### src/csvt_pkg.sv
// ----------------------------------------------------------------------------
// CSV field tokenizer package
// Shared types and constants for the CSV field tokenizer and its checker.
// ----------------------------------------------------------------------------
package csvt_pkg;

  localparam logic [7:0] QUOTE_BYTE  = 8'h22;
  localparam logic [7:0] DELIM_RESET = 8'd44;

  // Parser mode; the unused code behaves as unquoted.
  typedef enum logic [1:0] {
    MODE_UNQUOTED = 2'd0,
    MODE_QUOTED   = 2'd1,
    MODE_PENDING  = 2'd2
  } mode_e;

  // Input beat function, carried in tuser.
  typedef enum logic {
    FUNC_BYTE = 1'b0,
    FUNC_EOL  = 1'b1
  } func_e;

  // Result kind, carried in tuser.
  typedef enum logic [1:0] {
    KIND_DATA      = 2'd0,
    KIND_FIELD_END = 2'd1,
    KIND_LINE_END  = 2'd2,
    KIND_QUOTE_ERR = 2'd3
  } kind_e;

endpackage

### src/csv_field_tokenizer.sv
// ----------------------------------------------------------------------------
// CSV field tokenizer
// Splits a CSV line, one byte per beat, into field data and field markers.
// ----------------------------------------------------------------------------
// Usage:
//   The slave stream takes one beat per line byte (tuser = 0, byte in tdata)
//   or an end-of-line marker (tuser = 1, tdata ignored). The master stream
//   gives at most one beat per input beat: a field data byte, a field end,
//   a last-field-of-line end or an unterminated quote error, kind in tuser.
//   The delimiter register is loaded over the cfg channel, which is always
//   ready; write it only while no line is in flight.
//   Throughput is one byte per cycle while the receiver takes results. A
//   result passes from its accepted input beat through the input register,
//   the single mode update and then the output register before it leaves.
//   Reset clears both stages, returns the parser to unquoted mode and the
//   delimiter to a comma. When the receiver stalls, the output register
//   holds its beat and the input register still fills, so one more beat is
//   taken before tready falls.
module csv_field_tokenizer (
  input  logic       clk_i,
  input  logic       rst_ni,
  input  logic       cfg_valid_i,
  output logic       cfg_ready_o,
  input  logic [7:0] cfg_data_i,     // delimiter_char
  input  logic       s_axis_tvalid_i,
  output logic       s_axis_tready_o,
  input  logic [7:0] s_axis_tdata_i, // [7:0] character
  input  logic       s_axis_tuser_i, // [0] func
  output logic       m_axis_tvalid_o,
  input  logic       m_axis_tready_i,
  output logic [7:0] m_axis_tdata_o, // [7:0] data_byte
  output logic [1:0] m_axis_tuser_o  // [1:0] kind
);

  logic [7:0]           delim_q;
  logic                 in_valid_q;
  logic [7:0]           in_char_q;
  csvt_pkg::func_e      in_func_q;
  csvt_pkg::mode_e      mode_q, mode_d;
  logic                 out_valid_q;
  logic [7:0]           out_byte_q;
  csvt_pkg::kind_e      out_kind_q;

  logic                 out_free;
  logic                 advance;
  logic                 res_valid;
  csvt_pkg::kind_e      res_kind;
  logic [7:0]           res_byte;

  assign cfg_ready_o = 1'b1;

  assign out_free        = !out_valid_q || m_axis_tready_i;
  assign advance         = in_valid_q && out_free;
  assign s_axis_tready_o = !in_valid_q || out_free;

  always_ff @(posedge clk_i or negedge rst_ni) begin
    if (!rst_ni) begin
      delim_q <= csvt_pkg::DELIM_RESET;
    end else if (cfg_valid_i) begin
      delim_q <= cfg_data_i;
    end
  end

  // Input register
  always_ff @(posedge clk_i or negedge rst_ni) begin
    if (!rst_ni) begin
      in_valid_q <= 1'b0;
    end else if (s_axis_tready_o) begin
      in_valid_q <= s_axis_tvalid_i;
    end
  end

  always_ff @(posedge clk_i) begin
    if (s_axis_tready_o && s_axis_tvalid_i) begin
      in_char_q <= s_axis_tdata_i;
      in_func_q <= csvt_pkg::func_e'(s_axis_tuser_i);
    end
  end

  // Mode update and result for the beat held in the input register.
  always_comb begin
    logic is_quote;
    logic is_delim;
    is_quote  = (in_char_q == csvt_pkg::QUOTE_BYTE);
    is_delim  = (in_char_q == delim_q);
    mode_d    = mode_q;
    res_valid = 1'b1;
    res_kind  = csvt_pkg::KIND_DATA;
    res_byte  = in_char_q;
    if (in_func_q == csvt_pkg::FUNC_EOL) begin
      mode_d   = csvt_pkg::MODE_UNQUOTED;
      res_byte = 8'd0;
      res_kind = (mode_q == csvt_pkg::MODE_QUOTED) ? csvt_pkg::KIND_QUOTE_ERR
                                                   : csvt_pkg::KIND_LINE_END;
    end else begin
      case (mode_q)
        csvt_pkg::MODE_QUOTED: begin
          if (is_quote) begin
            mode_d    = csvt_pkg::MODE_PENDING;
            res_valid = 1'b0;
          end
        end
        default: begin
          // A doubled quote inside quotes gives one literal quote; any other
          // byte after a pending quote is handled as outside quotes.
          if (is_quote && mode_q == csvt_pkg::MODE_PENDING) begin
            mode_d = csvt_pkg::MODE_QUOTED;
          end else if (is_quote) begin
            mode_d    = csvt_pkg::MODE_QUOTED;
            res_valid = 1'b0;
          end else begin
            mode_d = csvt_pkg::MODE_UNQUOTED;
            if (is_delim) begin
              res_kind = csvt_pkg::KIND_FIELD_END;
              res_byte = 8'd0;
            end
          end
        end
      endcase
    end
  end

  always_ff @(posedge clk_i or negedge rst_ni) begin
    if (!rst_ni) begin
      mode_q <= csvt_pkg::MODE_UNQUOTED;
    end else if (advance) begin
      mode_q <= mode_d;
    end
  end

  // Output register
  always_ff @(posedge clk_i or negedge rst_ni) begin
    if (!rst_ni) begin
      out_valid_q <= 1'b0;
    end else if (out_free) begin
      out_valid_q <= advance && res_valid;
    end
  end

  always_ff @(posedge clk_i) begin
    if (advance && res_valid) begin
      out_byte_q <= res_byte;
      out_kind_q <= res_kind;
    end
  end

  assign m_axis_tvalid_o = out_valid_q;
  assign m_axis_tdata_o  = out_byte_q;
  assign m_axis_tuser_o  = out_kind_q;

endmodule

### config.mk
export PLATFORM = sky130hd
export DESIGN_NAME = csv_field_tokenizer
export DESIGN_NICKNAME = d
export VERILOG_FILES = /design/src/csvt_pkg.sv /design/src/csv_field_tokenizer.sv
export SDC_FILE = /design/constraint.sdc
export NUM_CORES = 1
export LEC_CHECK = 0
export ABC_AREA = 1
export BUFFER_PORTS_ARGS = -buffer_cell sky130_fd_sc_hd__buf_2
export CELL_PAD_IN_SITES_DETAIL_PLACEMENT = 1
export CELL_PAD_IN_SITES_GLOBAL_PLACEMENT = 1
export CORE_MARGIN = 3
export CORE_UTILIZATION = 41
export CTS_BUF_LIST = sky130_fd_sc_hd__clkbuf_8
export DETAILED_ROUTE_END_ITERATION = 16
export GPL_ROUTABILITY_DRIVEN = 1
export PLACE_DENSITY_LB_ADDON = 0.1
export SKIP_LAST_GASP = 1
export SLEW_MARGIN = 20
export SYNTH_ARGS = -nofsm -noshare
export SYNTH_HDL_FRONTEND = slang
export SYNTH_SLANG_ARGS = --single-unit
### constraint.sdc
create_clock -name clk_i -period 2.25 [get_ports clk_i]
set_input_delay 0.1125 -clock clk_i [delete_from_list [all_inputs] [get_ports clk_i]]
set_output_delay 0.1125 -clock clk_i [all_outputs]
set_load 0.01 [all_outputs]
* After elaboration in Yosys (flattened, before gate mapping) *
Index checks and enable logic that the tools add are counted.

word-level totals
  flip-flop bits (word level) = 31
  bits of input ports = 22
  output and inout bits = 13
  word-level logic and storage cells = 41

operators by class
  equal/unequal tests = 5
  mux-type cells = 19
  reduce and logical (&&, ||, !) cells = 9

operator list
  kind                  number
  $mux W8               4
  $mux W1               11
  $eq A8 B6 Y1 const B  1
  $eq A8 B8 Y1          1
  $mux W2               4
  $logic_and A1 B1 Y1   4
  $ne A3 B3 Y1 const B  1
  $eq A2 B1 Y1 const B  1
  $eq A2 B2 Y1 const B  1
  $logic_not A1 Y1      2
  $logic_or A1 B1 Y1    2
  $reduce_and A2 Y1     1

* Logic depth before layout (Yosys ltp) *
Gate-level depths: netlist of the first run.

  word-level depth = 6
  mapped depth = 10
  depth with buffers taken out = 10

* Least setup slack after synthesis of the first run *
Ideal clock, no wire load.

  path type = register to register
  start = register in_char_q[1]
  end = register out_byte_q[0] (netlist: m_axis_tdata_o[0]), enable pin
  library setup time = 0.376 ns
  data arrival time = 1.208 ns
  data required time = 1.874 ns
  path slack = 0.666 ns
  cell stages (with the launch flop) = 8
  buffers on the path = 0
  period minus slack after synthesis = 1.584 ns
  cells stage by stage = edfxtp_1 inv_2 nor2_2 nand2_2 nor2_4 inv_1 nor3_2 nor2_1

on the way
  word-level cells in the longest chain between the ends = 6
  elaborated cells between the ends (all ways) = 7
  classes of those cells = eq/ne: 1; mux: 4; reduce/logical: 2

ends and longest elaborated chain
  what                                            RTL line                                                                           source
  start, declared                                 csv_field_tokenizer.sv:37                                                          logic [7:0] in_char_q;
  start signal, assigned                          csv_field_tokenizer.sv:75                                                          in_char_q <= s_axis_tdata_i;
  $eq A8 B6 Y1 *                                  csv_field_tokenizer.sv:84                                                          is_quote = (in_char_q == csvt_pkg::QUOTE_BYTE);
  $mux W1 or $logic_and A1 B1 Y1 (tied branches)  csv_field_tokenizer.sv:98, csv_field_tokenizer.sv:108, csv_field_tokenizer.sv:106
  $mux W1                                         csv_field_tokenizer.sv:106                                                         if (is_quote && mode_q == csvt_pkg::MODE_PENDING) begin
  $mux W1 *                                       csv_field_tokenizer.sv:96                                                          case (mode_q)
  $mux W1 *                                       csv_field_tokenizer.sv:90                                                          if (in_func_q == csvt_pkg::FUNC_EOL) begin
  $logic_and A1 B1 Y1 *                           csv_field_tokenizer.sv:141                                                         if (advance && res_valid) begin
  end signal, assigned                            csv_field_tokenizer.sv:142                                                         out_byte_q <= res_byte;
  end, declared                                   csv_field_tokenizer.sv:41                                                          logic [7:0] out_byte_q;

Mark *: on every way between the ends. The rest lies on a longest branch, timed or not.
A chain may end at the register's enable or synchronous reset.

* Worst setup path in the final report of the first run *
  start = register in_char_q[5]
  end = register out_byte_q[3] (netlist: m_axis_tdata_o[3]), enable pin

Same word-level chain as after synthesis.

==> results.ini, run 1 <==
[routing]
wl_um = 3130
wl_per_cell_um = 12.9
drcViolationCount = 0
firstDrtPassIters = 4
vias_per_cell = 4.56
first_iter_violations = 21
antenna_left = 0
dr_total_vias = 1104

[global_route]
grtUsageMet2_pct = 29.8
met3_usage_pct = 4.10
grt_pass1_vias = 1185
busiest_layer = met2
overflow = 0
grt_max_degree = 14
track_usage_pct = 17.1
grt_pass1_wl_um = 5380
antenna_found_initial = 0
use_met1_pct = 20.3

[status]
status = finished clean

[clock_network]
clkSinkCount = 31
ctsHoldBuffers = 3
root_buffer = clkbuf_8
cts.path.max_buffers = 2
cts_made_buffers = 5
cts_resized = 0
h-tree-depth = 2
cts_tree = yes
clock_latency_ns = 0.28
post-cts-setup-buffer-count = 0
clkTransAtPathRegs_ns = 0.06

[layout]
ff_latch_area_um2 = 875
multi_input_area_um2 = 475
nFillCells = 396
drive_above_1_share_pct = 27.8
diodes = 0
nets = 219
final_util_pct = 55.6
fin_area_um2 = 1780
area_growth_pct = 22.8

[critical_path]
path_class = reg2reg
slowest_delay_ns = 0.56
critPathBufInv = 2
worst-path-max-fanout = 10
critPathCaptureType = flop
worst_setup_path_start_kind = flop
r2r_end = m_axis_tdata_o[3]
crit_chain = inv_1, nor2_1, nand2_1, nor2_4, inv_1, nor3_2, nor2_1
reg2reg_slack_ns = 0.46
critical_path.slowest_cell = nor2_1
required_ns = 2.16
crit_family = simple AND/OR/NAND/NOR gates
r2r_cells = 7
arrival_ns = 1.70
timing.rr.start = in_char_q[5]

[power]
power_density_nw_per_um2 = 731
leakage_nw = 0.874
vdd_ir_drop_max_mv = 0.479

[logic_synthesis]
syn_nets = 177
synth.distinct_cells = 22
synthCells = 155
ys_warn_count = 0
synth_area_leaders = edfxtp_1 (39%), dfrtp_1 (16%), nand2_1 (12%), inv_1 (5.9%), dfstp_2 (5.4%)
syn_area_um2 = 1450
synth.top_cell.area_share_pct = 39.3
syn-mean-instance-area_um2 = 9.36
synth_seq_cells = 31
synth.yosys.seq_area_share_pct = 60.3
yosys.area.top_type = edfxtp_1

[die]
pin_count = 35
die_w_um = 65.5
initial_utilization_pct = 45.3
rows = 20
core_area_um2 = 3200
die_area_um2 = 4290
die_y_um = 65.5

[placement]
dpl_cell_area_um2 = 1660
place.detailed.hpwl_um = 2460
gp_congestion = 0.834
portBuffers = 33

[flow_run]
max-cap-violations = 0

[timing]
setup_viol = 0
drv_slew = 0
rsz0062_at_grt = no
max_freq_mhz = 560
finalCriticalPeriod_ns = 1.79
max-slew-margin-rel_pct = 51.5
clock_skew_ns = 0.00291
tns_ns = 0
finalHoldViolCount = 0
tightest_slew_ns = 0.724
holdWs_ns = 0.00910
fin_crit_sh_pct = 79.4

[worst_hold_path]
min-delay-start = s_axis_tdata_i[6]
holdPathStages = 1
hold_path_class = in2reg
hold_end = in_char_q[6]

## registers in the layout, indices dropped and copies added (netlist names)
signal           cells
m_axis_tuser_o       2
in_func_q            1
delim_q              8
m_axis_tvalid_o      1
mode_q               2
m_axis_tdata_o       8
in_char_q            8
in_valid_q           1
## final cells by class
type                            instances  area share, %
Clock buffer                            5           3.86
Sequential cell                        31           49.1
Clock inverter                          3          0.702
Inverter                               24           5.06
Tap cell                               44           3.09
Timing Repair Buffer                   37           11.5
Multi-Input combinational cell         98           26.7
## per-stage QoR
| stage | instances | total power [mW] | worst slack (ns) |
|---|---|---|---|
| after floorplan | 155 | 0.834 | 0.666 |
| after global routing | 242 | 1.38 | 0.315 |
| after CTS | 241 | 1.32 | 0.448 |
| after detailed placement | 230 | 0.915 | 0.464 |
| after global placement | 230 | 0.905 | 0.563 |
| final | 242 | 1.30 | 0.464 |
## cell usage after synthesis, drive strengths merged
library cell   n
inv           24
nand2         49
nor2          24
a21oi          2
xor2           3
buf            1
mux2           3
dfstp          3
o21ai          8
nand3          3
edfxtp        19
xnor2          4
clkbuf         1
conb           1
dfrtp          9
nor3           1
## cell families (layout without fill, tap and decap cells)
logic type	after synthesis	in the layout	share of synthesized area (%)
AOI/OAI and AO/OA	10	10	3.45
xor gates and xnor gates	7	7	4.22
buffers and inverters	26	69	6.98
DFF	31	31	60.3
muxes	3	3	2.33
other	1	1	0.258
and+or+nand+nor	77	77	22.5
## where the power goes
| group | internal, mW | switching [mW] | leakage [nW] | total, mW |
|---|---|---|---|---|
| sequential | 0.676 | 0.0350 | 0.328 | 0.711 |
| combinational | 0.0793 | 0.117 | 0.496 | 0.196 |
| clock | 0.207 | 0.189 | 0.0505 | 0.396 |
## cells in the final DEF (no fill, tap or decap), drive strengths merged
cell	synthesis	final
a21oi	2	2
clkbuf	1	5
dlygate4sd3	0	4
nor3	1	1
o21ai	8	8
mux2	3	3
edfxtp	19	19
xor2	3	3
nand2	49	49
conb	1	1
dfrtp	9	9
clkinv	0	1
nand3	3	3
buf	1	33
dfstp	3	3
nor2	24	24
inv	24	26
xnor2	4	4
## worst max path at each step
stage	start	endpoint	slack, ns	cells after the start
2_1_floorplan	in_char_q[1]	m_axis_tdata_o[0]	0.67	7
3_3_place_gp	in_char_q[1]	m_axis_tdata_o[0]	0.56	7
3_5_place_dp	in_char_q[5]	m_axis_tdata_o[1]	0.46	7
4_1_cts	in_char_q[5]	m_axis_tdata_o[3]	0.45	7
5_1_grt	in_char_q[5]	m_axis_tdata_o[2]	0.32	7
6_report	in_char_q[5]	m_axis_tdata_o[3]	0.46	7
## layer usage
layer	vias up	share of wire, %
met1	510	42
met3	4	4.8
met5	-	0
li1	558	-
met2	32	52
met4	0	1.3
## worst reg2reg max path, stage by stage, from the launching register on
cell and delay, ns:
edfxtp_1 0.38, inv_1 0.11, nor2_1 0.06, nand2_1 0.13
nor2_4 0.06, inv_1 0.07, nor3_2 0.05, nor2_1 0.56
Note: power is estimated with default switching activity, not from simulation.
==> run 2, diff against run 1 <==
--- a/config.mk
+++ b/config.mk
@@ -5,12 +5,12 @@
 export SDC_FILE = /design/constraint.sdc
 export NUM_CORES = 1
 export LEC_CHECK = 0
-export ABC_AREA = 1
+export ABC_AREA = 0
 export BUFFER_PORTS_ARGS = -buffer_cell sky130_fd_sc_hd__buf_2
 export CELL_PAD_IN_SITES_DETAIL_PLACEMENT = 1
 export CELL_PAD_IN_SITES_GLOBAL_PLACEMENT = 1
 export CORE_MARGIN = 3
-export CORE_UTILIZATION = 41
+export CORE_UTILIZATION = 40
 export CTS_BUF_LIST = sky130_fd_sc_hd__clkbuf_8
 export DETAILED_ROUTE_END_ITERATION = 16
 export GPL_ROUTABILITY_DRIVEN = 1
==> constraint.sdc (replaced) <==
create_clock -name clk_i -period 1.5 [get_ports clk_i]
set_input_delay 0.075 -clock clk_i [delete_from_list [all_inputs] [get_ports clk_i]]
set_output_delay 0.075 -clock clk_i [all_outputs]
set_load 0.01 [all_outputs]
==> results.ini, run 2 <==
[status]
status = finished, violations left
failed_checks = negative setup slack

[clock_network]
cts_tree = yes
clock_latency_ns = 0.28
cts.path.max_buffers = 2
h-tree-depth = 2
clkTransAtPathRegs_ns = 0.06
clkSinkCount = 31
root_buffer = clkbuf_8
cts_made_buffers = 5

[critical_path]
timing.rr.start = in_char_q[3]
reg2reg_slack_ns = -0.13
r2r_cells = 5
arrival_ns = 1.79
r2r_end = mode_q[0]
required_ns = 1.66
worst_setup_path_start_kind = flop
crit_family = flip-flops
critical_path.slowest_cell = edfxtp_1
worst-path-max-fanout = 3
crit_chain = nor4b_4, buf_4, nand2_2, xnor2_1, a311o_1
path_class = reg2reg
critPathBufInv = 1
worst-path-stages = 5
critPathCaptureType = flop
slowest_delay_ns = 0.46

[layout]
most-common-layout-cells = buf_2 (33), edfxtp_1 (19), buf_4 (17)
area_growth_pct = 43.9
layout_commonest_cell = buf_2
nFillCells = 329
drive_above_1_share_pct = 57.3
nets = 178
diodes = 0
fin_area_um2 = 2000

[placement]
place.detailed.hpwl_um = 2150
portBuffers = 33
gp_congestion = 0.834
pre_cts_ws_ns = -0.132
dpl_cell_area_um2 = 1690

[logic_synthesis]
synth_seq_cells = 31
syn-mean-instance-area_um2 = 15.6
synth_common_cells = edfxtp_1 (19), dfrtp_1 (9), xnor2_1 (9)
synth-async-reset-ratio_pct = 38.7
ys_warn_count = 0
syn_area_um2 = 1390
synth_area_leaders = edfxtp_1 (41%), dfrtp_1 (16%), mux2_2 (6.5%), dfstp_2 (5.7%), xnor2_1 (5.7%)
synthCells = 89
synth_flop_cell = edfxtp_1
syn_nets = 111
synth.top_cell.area_share_pct = 41.0
synth.most_common_cell = edfxtp_1
synth.yosys.seq_area_share_pct = 62.9
yosys.area.top_type = edfxtp_1
synth_edf_count = 19
synth.distinct_cells = 31

[routing]
drcViolationCount = 0
antenna_left = 0
wl_per_cell_um = 16.3
firstDrtPassIters = 4
wl_um = 3280
vias_per_cell = 4.86
first_iter_violations = 33
dr_total_vias = 977

[power]
power_mw = 2.06
vdd_ir_drop_max_mv = 0.551
leakage_nw = 0.841
power_density_nw_per_um2 = 1030

[timing]
clock_skew_ns = 0.00430
max_freq_mhz = 613
fin_crit_sh_pct = 109
setup_viol = 22
finalCriticalPeriod_ns = 1.63
drv_slew = 0
rsz0062_at_grt = yes
setup_ws_ns = -0.131
holdWs_ns = 0.0232
finalHoldViolCount = 0

[die]
die_area_um2 = 4220
die_y_um = 65.0
initial_utilization_pct = 43.8
rows = 20
pin_count = 35
die_w_um = 65.0
core_area_um2 = 3180

[global_route]
antenna_found_initial = 0
grt_pass1_wl_um = 5350
track_usage_pct = 18.0
overflow = 0
grt_max_degree = 13
grt_pass1_vias = 1076

[worst_hold_path]
hold_end = delim_q[4]
holdPathStages = 2
hold_path_class = in2reg
min-delay-start = cfg_data_i[4]

[flow_run]
max-cap-violations = 0

-- run 2: changes by cell type after synthesis, moves of 5 or more --
cell | before | now
nand2_1 | 46 | 4
inv_1 | 23 | 2
nor2_1 | 20 | 0
o21ai_0 | 6 | 0
mux2_2 | 3 | 8
xnor2_1 | 4 | 9
-- run 2: logic make-up (layout without fill, tap and decap cells) --
logic type / Yosys count / count (layout) / share of synthesized area, %
AO/OA/AOI/OAI: 8 / 8 / 4.23
multiplexers: 8 / 8 / 6.48
other: 1 / 1 / 0.270
flip-flops: 31 / 31 / 62.9
buffers and inverters: 5 / 73 / 2.16
AND/OR/NAND/NOR: 27 / 27 / 18.3
XOR/XNOR: 9 / 9 / 5.67
-- run 2: layer usage --
metal  global-route usage [%]  vias up  routed length, um
met5                        0        -                  0
met4                     8.18        0                 95
met3                     6.41        8                163
met2                     31.3       29               1770
met1                     19.5      481               1250
li1                         -      459                  -
-- run 2: where the power goes --
| group | switching, mW | total (mW) | internal (mW) |
|---|---|---|---|
| clock | 0.286 | 0.597 | 0.311 |
| combinational | 0.164 | 0.379 | 0.216 |
| sequential | 0.0778 | 1.08 | 1.01 |
-- run 2: stage by stage --
step	utilization, %	setup TNS, ns	std cells
floorplan	-	-0.111	89
global placement	53.3	-1.84	175
detailed placement	53.3	-2.13	175
CTS	61.2	-1.31	196
global route	63.0	-4.41	201
finish	63.0	-1.96	201
-- run 2: area by class of cell --
class                           instances  area [um^2]  area share (%)
Sequential cell                        31          875            43.7
Multi-Input combinational cell         53          549            27.4
Timing Repair Buffer                   63          434            21.7
Clock buffer                            5         68.8            3.44
Tap cell                               44         55.1            2.75
Clock inverter                          3         12.5           0.625
Inverter                                2         7.51           0.375
-- run 2: how the worst max path moves through the flow --
stage                 start           endpoint  slack, ns
2_1_floorplan    delim_q[3]  m_axis_tdata_o[3]      -0.03
3_3_place_gp   in_char_q[1]  m_axis_tdata_o[0]      -0.13
3_5_place_dp   in_char_q[1]  m_axis_tdata_o[6]      -0.13
4_1_cts        in_char_q[2]          mode_q[0]      -0.12
5_1_grt        in_char_q[6]  m_axis_tdata_o[3]      -0.23
6_report       in_char_q[3]          mode_q[0]      -0.13
-- run 2: repair_timing --
item                                   4_1_cts  5_1_grt
endpoints found under the hold margin       22        0
resized for setup                            9        3
setup endpoints to repair                   21       22
pin swaps                                   14       10
gates cloned                                 0        0
hold buffers                                11        0
buffers inserted                             2        6
==> run 3, diff against run 2 <==
--- a/config.mk
+++ b/config.mk
@@ -14,7 +14,7 @@
 export CTS_BUF_LIST = sky130_fd_sc_hd__clkbuf_8
 export DETAILED_ROUTE_END_ITERATION = 16
 export GPL_ROUTABILITY_DRIVEN = 1
-export PLACE_DENSITY_LB_ADDON = 0.1
+export PLACE_DENSITY = 0.87
 export SKIP_LAST_GASP = 1
 export SLEW_MARGIN = 20
 export SYNTH_ARGS = -nofsm -noshare
==> results.ini, run 3 (synthesis results as in run 2) <==
[status]
status = finished, violations left
failed_checks = negative setup slack

[placement]
gp_congestion = 0.797
place.detailed.hpwl_um = 2440
portBuffers = 33
place_inst = 173

[clock_network]
h-tree-depth = 2
clkSinkCount = 31
cts_tree = yes
clkTransAtPathRegs_ns = 0.07
cts.path.max_buffers = 2
cts_made_buffers = 5
clock_latency_ns = 0.28
root_buffer = clkbuf_8

[routing]
vias_per_cell = 5.00
dr_total_vias = 1024
antenna_left = 0
first_iter_violations = 35
drcViolationCount = 0
wl_per_cell_um = 20.0
firstDrtPassIters = 4
wl_um = 4100

[worst_hold_path]
hold_end = delim_q[7]
hold_path_class = in2reg
holdPathStages = 2
min-delay-start = cfg_data_i[7]

[critical_path]
critPathCaptureType = flop
required_ns = 1.52
reg2reg_slack_ns = -0.27
crit_family = simple AND/OR/NAND/NOR gates
timing.rr.start = in_char_q[5]
slowest_delay_ns = 0.44
worst-path-max-fanout = 4
critical_path.slowest_cell = edfxtp_1
r2r_end = m_axis_tdata_o[3]
worst_setup_path_start_kind = flop
critPathBufInv = 1
path_class = reg2reg
crit_chain = xnor2_1, nand4_1, buf_4, nor4b_4, nor3b_2
r2r_cells = 5
arrival_ns = 1.79

[layout]
area_growth_pct = 48.7
diodes = 0
final_util_pct = 65.1
most-common-layout-cells = buf_2 (33), edfxtp_1 (19), buf_4 (19)
drive_above_1_share_pct = 60.2
layout_commonest_cell = buf_2
nets = 182
final_cells = 205

[power]
leakage_nw = 0.879
vdd_ir_drop_max_mv = 0.664
power_density_nw_per_um2 = 1070

[die]
core_area_um2 = 3180
die_area_um2 = 4220
pin_count = 35
initial_utilization_pct = 43.8
rows = 20
die_y_um = 65.0
die_w_um = 65.0

[global_route]
antenna_found_initial = 0
grt_pass1_wl_um = 5950
overflow = 0
track_usage_pct = 19.9
grt_pass1_vias = 1129
grt_max_degree = 13

[timing]
setup_viol = 22
clock_skew_ns = 0.00814
finalCriticalPeriod_ns = 1.77
setup_ws_ns = -0.274
fin_crit_sh_pct = 118
rsz0062_at_grt = yes
finalHoldViolCount = 0
max_freq_mhz = 564
drv_slew = 0

[flow_run]
max-cap-violations = 0

## run 3: area by class of cell
type	instances	area, um^2
clock buffer	7	96.3
sequential	31	875
inverter	2	7.51
fill	324	1110
tap	44	55.1
clock inverter	1	3.75
multi-input combinational	53	569
timing repair buffer	67	463
## run 3: repair_timing
| action | CTS | global route |
|---|---|---|
| hold endpoints to repair | 22 | 0 |
| setup endpoints to repair | 22 | 22 |
| pin swaps | 11 | 12 |
| setup buffers | 5 | 8 |
| hold buffers | 11 | 0 |
| gates resized for setup | 10 | 8 |
## run 3: worst max-delay path by stage
| stage | start | cells past startpoint | end |
|---|---|---|---|
| after floorplan | delim_q[3] | 4 | m_axis_tdata_o[3] |
| final | in_char_q[5] | 5 | m_axis_tdata_o[3] |
| after detailed placement | in_char_q[3] | 4 | m_axis_tdata_o[3] |
| after CTS | in_char_q[4] | 4 | m_axis_tdata_o[3] |
| after global routing | in_char_q[5] | 5 | m_axis_tdata_o[3] |
| after global placement | in_char_q[0] | 3 | m_axis_tdata_o[7] |
## run 3: power breakdown
part / internal [mW] / switching, mW / leakage [nW] / total (mW)
logic: 0.220 / 0.217 / 0.500 / 0.437
clock network: 0.411 / 0.297 / 0.0557 / 0.708
registers: 1.01 / 0.0648 / 0.323 / 1.07
## run 3: through the flow
step           power [mW]  setup TNS [ns]  setup slack (ns)  cell area, um^2  hold WS [ns]
2_1_floorplan        1.26          -0.111           -0.0278             1390        -0.221
3_3_place_gp         1.37           -1.31           -0.0819             1670       -0.0336
3_5_place_dp         1.41           -3.16            -0.208             1670       -0.0217
4_1_cts              2.19           -2.44            -0.198             1970        0.0149
5_1_grt              2.31           -5.08            -0.353             2070        0.0282
6_report             2.22           -3.48            -0.274             2070        0.0261
## run 3: per-layer routing
| metal | part of all wire, % | GRT usage, % | up-vias |
|---|---|---|---|
| li1 | - | - | 470 |
| met1 | 39 | 20.6 | 514 |
| met2 | 54 | 37.7 | 33 |
| met3 | 4.6 | 4.51 | 7 |
| met4 | 2.4 | 8.71 | 0 |
| met5 | 0 | 0 | - |
